[config.mk]
export PLATFORM = sky130hd
export DESIGN_NAME = pbsa_ring_ram
export DESIGN_NICKNAME = d
export VERILOG_FILES = /design/src/design/pbsa_pkg.sv /design/src/design/pbsa_ring_ram.sv
export SDC_FILE = /design/constraint.sdc
export NUM_CORES = 2
export LEC_CHECK = 0
export BUFFER_PORTS_ARGS = -buffer_cell sky130_fd_sc_hd__buf_2
export CAP_MARGIN = 20
export CORE_MARGIN = 2
export CORE_UTILIZATION = 53
export CTS_CLUSTER_SIZE = 10
export DETAILED_ROUTE_END_ITERATION = 16
export GPL_ROUTABILITY_DRIVEN = 0
export PLACE_DENSITY = 0.68
export SKIP_CTS_REPAIR_TIMING = 1
export SLEW_MARGIN = 40
export SYNTH_ARGS = -nofsm -noshare
export SYNTH_HDL_FRONTEND = slang
export SYNTH_SLANG_ARGS = --single-unit
[constraint.sdc]
create_clock -name clk -period 2.75 [get_ports clk]
set_input_delay 0.55 -clock clk [delete_from_list [all_inputs] [get_ports clk]]
set_output_delay 0.55 -clock clk [all_outputs]
set_load 0.02 [all_outputs]
[src/design/pbsa_pkg.sv]
`default_nettype none

package pbsa_pkg;

  localparam int unsigned SAMPLE_BITS = 12;
  localparam int unsigned WINDOW_LEN  = 255;
  localparam int unsigned LEVEL_BITS  = SAMPLE_BITS + 1;
  localparam int unsigned FULL_SCALE  = 1 << SAMPLE_BITS;
  localparam int unsigned HEAD_BITS   = $clog2(WINDOW_LEN);
  localparam int unsigned SUM_BITS    = $clog2(WINDOW_LEN * FULL_SCALE + 1);

  // Floor division by the window length as a multiply by a rounded-up reciprocal.
  // With eight extra fraction bits the error stays below one for every sum.
  localparam int unsigned DIV_SHIFT = SUM_BITS + 8;
  localparam int unsigned PROD_BITS = SUM_BITS + DIV_SHIFT;
  localparam logic [DIV_SHIFT-1:0] DIV_MUL =
    DIV_SHIFT'(((64'd1 << DIV_SHIFT) + 64'(WINDOW_LEN) - 64'd1) / 64'(WINDOW_LEN));

  localparam logic [LEVEL_BITS-1:0] LEVEL_FULL = LEVEL_BITS'(FULL_SCALE);
  localparam logic [SUM_BITS-1:0]   SUM_FULL   = SUM_BITS'(WINDOW_LEN * FULL_SCALE);

  localparam logic [SAMPLE_BITS-1:0] BUS_THR_RESET  = 12'h0A80;
  localparam logic [SAMPLE_BITS-1:0] KILL_THR_RESET = 12'h09E5;

  localparam int unsigned CFG_IDX_BITS = 2;
  localparam logic [CFG_IDX_BITS-1:0] CFG_BUS_THR  = 2'd0;
  localparam logic [CFG_IDX_BITS-1:0] CFG_KILL_THR = 2'd1;

  localparam logic [1:0] PS_OFF      = 2'd0;
  localparam logic [1:0] PS_STARTUP  = 2'd1;
  localparam logic [1:0] PS_ON       = 2'd2;
  localparam logic [1:0] PS_SHUTDOWN = 2'd3;

  typedef struct packed {
    logic [SAMPLE_BITS-1:0] power_sample;
    logic [SAMPLE_BITS-1:0] thruster_sample;
    logic                   kill_pressed;
    logic                   remote_active;
  } pbsa_in_t;

  typedef struct packed {
    logic                  relay_on;
    logic                  electronics_on;
    logic                  thruster_killed;
    logic [LEVEL_BITS-1:0] filtered_level;
    logic [1:0]            power_state;
  } pbsa_out_t;

endpackage

`default_nettype wire

[src/design/pbsa_ring_ram.sv]
`default_nettype none

module pbsa_ring_ram (
  input  wire logic                             clk,
  input  wire logic                             wr_en,
  input  wire logic [pbsa_pkg::HEAD_BITS-1:0]   wr_addr,
  input  wire logic [pbsa_pkg::SAMPLE_BITS-1:0] wr_data,
  input  wire logic [pbsa_pkg::HEAD_BITS-1:0]   rd_addr,
  output logic      [pbsa_pkg::SAMPLE_BITS-1:0] rd_data
);

  logic [pbsa_pkg::SAMPLE_BITS-1:0] mem [pbsa_pkg::WINDOW_LEN];

  always_ff @(posedge clk) begin
    if (wr_en) begin
      mem[wr_addr] <= wr_data;
    end
    rd_data <= mem[rd_addr];
  end

endmodule

`default_nettype wire

==> flow_summary.json <==
{
  "place_area_sq_um": 132000,
  "hold_violations": 0,
  "ant_nets": 0,
  "cts_buffers": 361,
  "clkSinkCount": 3072,
  "holdWs_ns": 0.0303,
  "slew_headroom_pct": 36.0,
  "dpl.hpwl_mm": 227,
  "hp-start": "wr_data[8]",
  "clockBufferDepth": 4,
  "io_buffers": 41,
  "drive_above_1_share_pct": 32.1,
  "cts_root_buf": "clkbuf_16",
  "start_kind": "input port",
  "fin_cells": 9864,
  "synth_top_area_cell": "edfxtp_1",
  "nFillCells": 14800,
  "leakage_nw": 46.8,
  "ys_top_cells_by_count": "edfxtp_1 (3060), mux4_2 (641), mux2i_1 (334)",
  "wl_mm": 348,
  "path_max_fanout": 52,
  "area_delta_synth_final_pct": 18.8,
  "worstMarginPinSlew_ns": 0.955,
  "firstDrtPassIters": 6,
  "ys_seq_area_share_pct": 77.1,
  "worst_slack_ns": 0.00750,
  "slew_violations": 0,
  "grt_max_degree": 168,
  "clk-insertion-delay-late_ns": 0.97,
  "pin_count": 42,
  "synthesis.area_sq_um": 119000,
  "critPathArrivalTime_ns": 3.59,
  "start_util_pct": 53.2,
  "place_inst": 9402,
  "synth_cell_types": 75,
  "yosys.area.top_type_share_pct": 76.9,
  "die_w_microns": 479,
  "place_ws_ns": -1.02,
  "path_class": "input port to register",
  "overflow": 0,
  "cts_tree": "done",
  "setup_viol": 0,
  "syn_nets": 5663,
  "core_area_sq_um": 224000,
  "rsz0062_at_grt": "false",
  "htreeDepth": 5,
  "grt_first_pass_wirelength_mm": 489,
  "fmax_mhz": 365,
  "status": "finished clean",
  "via_count": 65300,
  "dieArea_sq_um": 229000,
  "viasPerCell": 6.62,
  "drc": 0,
  "cap_violations": 0,
  "fin_crit_ns": 2.74,
  "setup-tns-final_ns": 0,
  "die_h_microns": 479,
  "r2r_start": "mem[143][3]",
  "finClkSkew_ns": 0.0556,
  "ys_warn_count": 0,
  "powerDensity_nw_per_um2": 696,
  "grt_pass1_vias": 64000,
  "synth_area_per_cell_sq_um": 21.2,
  "worstPathRequired_ns": 3.60,
  "nets": 6809,
  "ir_worst_vdd_uv": 757,
  "grtUsageTotal_pct": 30.4,
  "synth-edff-count": 3060,
  "netlist_instances": 5633,
  "clk_pin_slew_ns": 0.06,
  "endpoint_kind": "register",
  "synthArstFlopShare_pct": 0,
  "netlist_top_cells_area": "edfxtp_1 (77%), mux4_2 (12%), mux2i_1 (2.8%), nor2_1 (0.92%), o221ai_1 (0.62%)",
  "drt_iter0_markers": 10400,
  "routedWlPerCell_microns": 35.3,
  "ys.flop_type": "edfxtp_1",
  "stdcell_area_sq_um": 142000,
  "holdCritPathClass": "input port to register",
  "rows": 174,
  "synth.most_common_cell": "edfxtp_1",
  "period_share_pct": 99.7,
  "grt_antenna_before_repair": 27,
  "crit_start": "rd_addr[0]",
  "ys_seq_elements": 3072
}
[per-layer routing]
layer,vias up,share of wire [%],global-route usage [%]
li1,25800,-,-
met1,34100,37,43.3
met2,4548,45,44.9
met3,794,13,7.91
met4,8,5.1,13.5
met5,-,0.019,0
[worst max-delay path, cell delays in order]
cell and delay, ns:
buf_12 0.28, buf_12 0.40, mux4_2 0.56, o22ai_1 0.41, nor2_1 0.11, a21oi_1 0.48, buf_4 0.20, a32oi_1 0.22
a32o_1 0.34
[registers in the layout (all words and copies together), names as in the netlist]
| register | flops |
|---|---|
| rd_data | 12 |
| mem | 3060 |
[report_power, final]
| group | switching (W) | internal [W] | leakage, nW |
|---|---|---|---|
| Sequential | 0.000115 | 0.0516 | 27.6 |
| Combinational | 0.00384 | 0.00242 | 14.6 |
| Clock | 0.0171 | 0.0237 | 4.65 |
[final timing paths]
kind	endpoint	slack, ns	depth (start not counted)
hold reg to reg	rd_data[10]	1.02	7
setup reg to reg	rd_data[3]	0.05	7
hold / removal	mem[33][8]	0.03	1
setup / recovery	rd_data[3]	0.007	9
[through the flow]
step | util [%] | power (W)
final | 63.2 | 0.0989
after global routing | 63.2 | 0.101
after CTS | 63.2 | 0.0990
after detailed placement | 58.9 | 0.0588
after global placement | 58.9 | 0.0587
after floorplan | - | 0.0553
[area by class of cell]
| class | count | area [sq um] | share of cell area [%] |
|---|---|---|---|
| Clock buffer | 431 | 9430 | 6.65 |
| Multi-Input combinational cell | 2212 | 25100 | 17.7 |
| Timing Repair Buffer | 1126 | 11300 | 7.99 |
| Inverter | 6 | 35.0 | 0.0247 |
| Tap cell | 2992 | 3740 | 2.64 |
| Antenna cell | 9 | 22.5 | 0.0159 |
| Clock inverter | 16 | 123 | 0.0864 |
| Sequential cell | 3072 | 92100 | 64.9 |
[placed cells by master, fill, tap and decap left out, types with 10 or more instances in the layout]
cell type and instances:
nor2_1 293, a221oi_1 22, o31ai_1 10, buf_4 857
o22a_1 11, buf_2 25, o221ai_1 85, nand3_1 44
mux2i_1 334, and3_1 16, nor4_1 10, a21oi_1 69
buf_12 223, mux2_2 29, edfxtp_1 3060, a211oi_1 22
and2_1 28, a32oi_1 11, a22oi_1 19, a31oi_1 16
o211ai_1 10, nand2_1 197, o21ai_0 37, clkbuf_16 367
clkbuf_1 63, nor2b_1 20, mux4_2 641, o22ai_1 102
clkbuf_8 13, dfxtp_1 12, nor3_1 25, nand4_1 21
nand2b_1 14
[cells by family (layout without fill, tap and decap cells)]
| logic type | after synthesis | in the layout | share of synthesized area [%] |
|---|---|---|---|
| mux | 1015 | 1015 | 15.4 |
| simple gates | 702 | 702 | 2.59 |
| other cells | 0 | 9 | 0 |
| buf+inv | 349 | 1579 | 1.92 |
| compound gates | 495 | 495 | 3.00 |
| flops | 3072 | 3072 | 77.1 |
(Power assumes the default switching activity.)
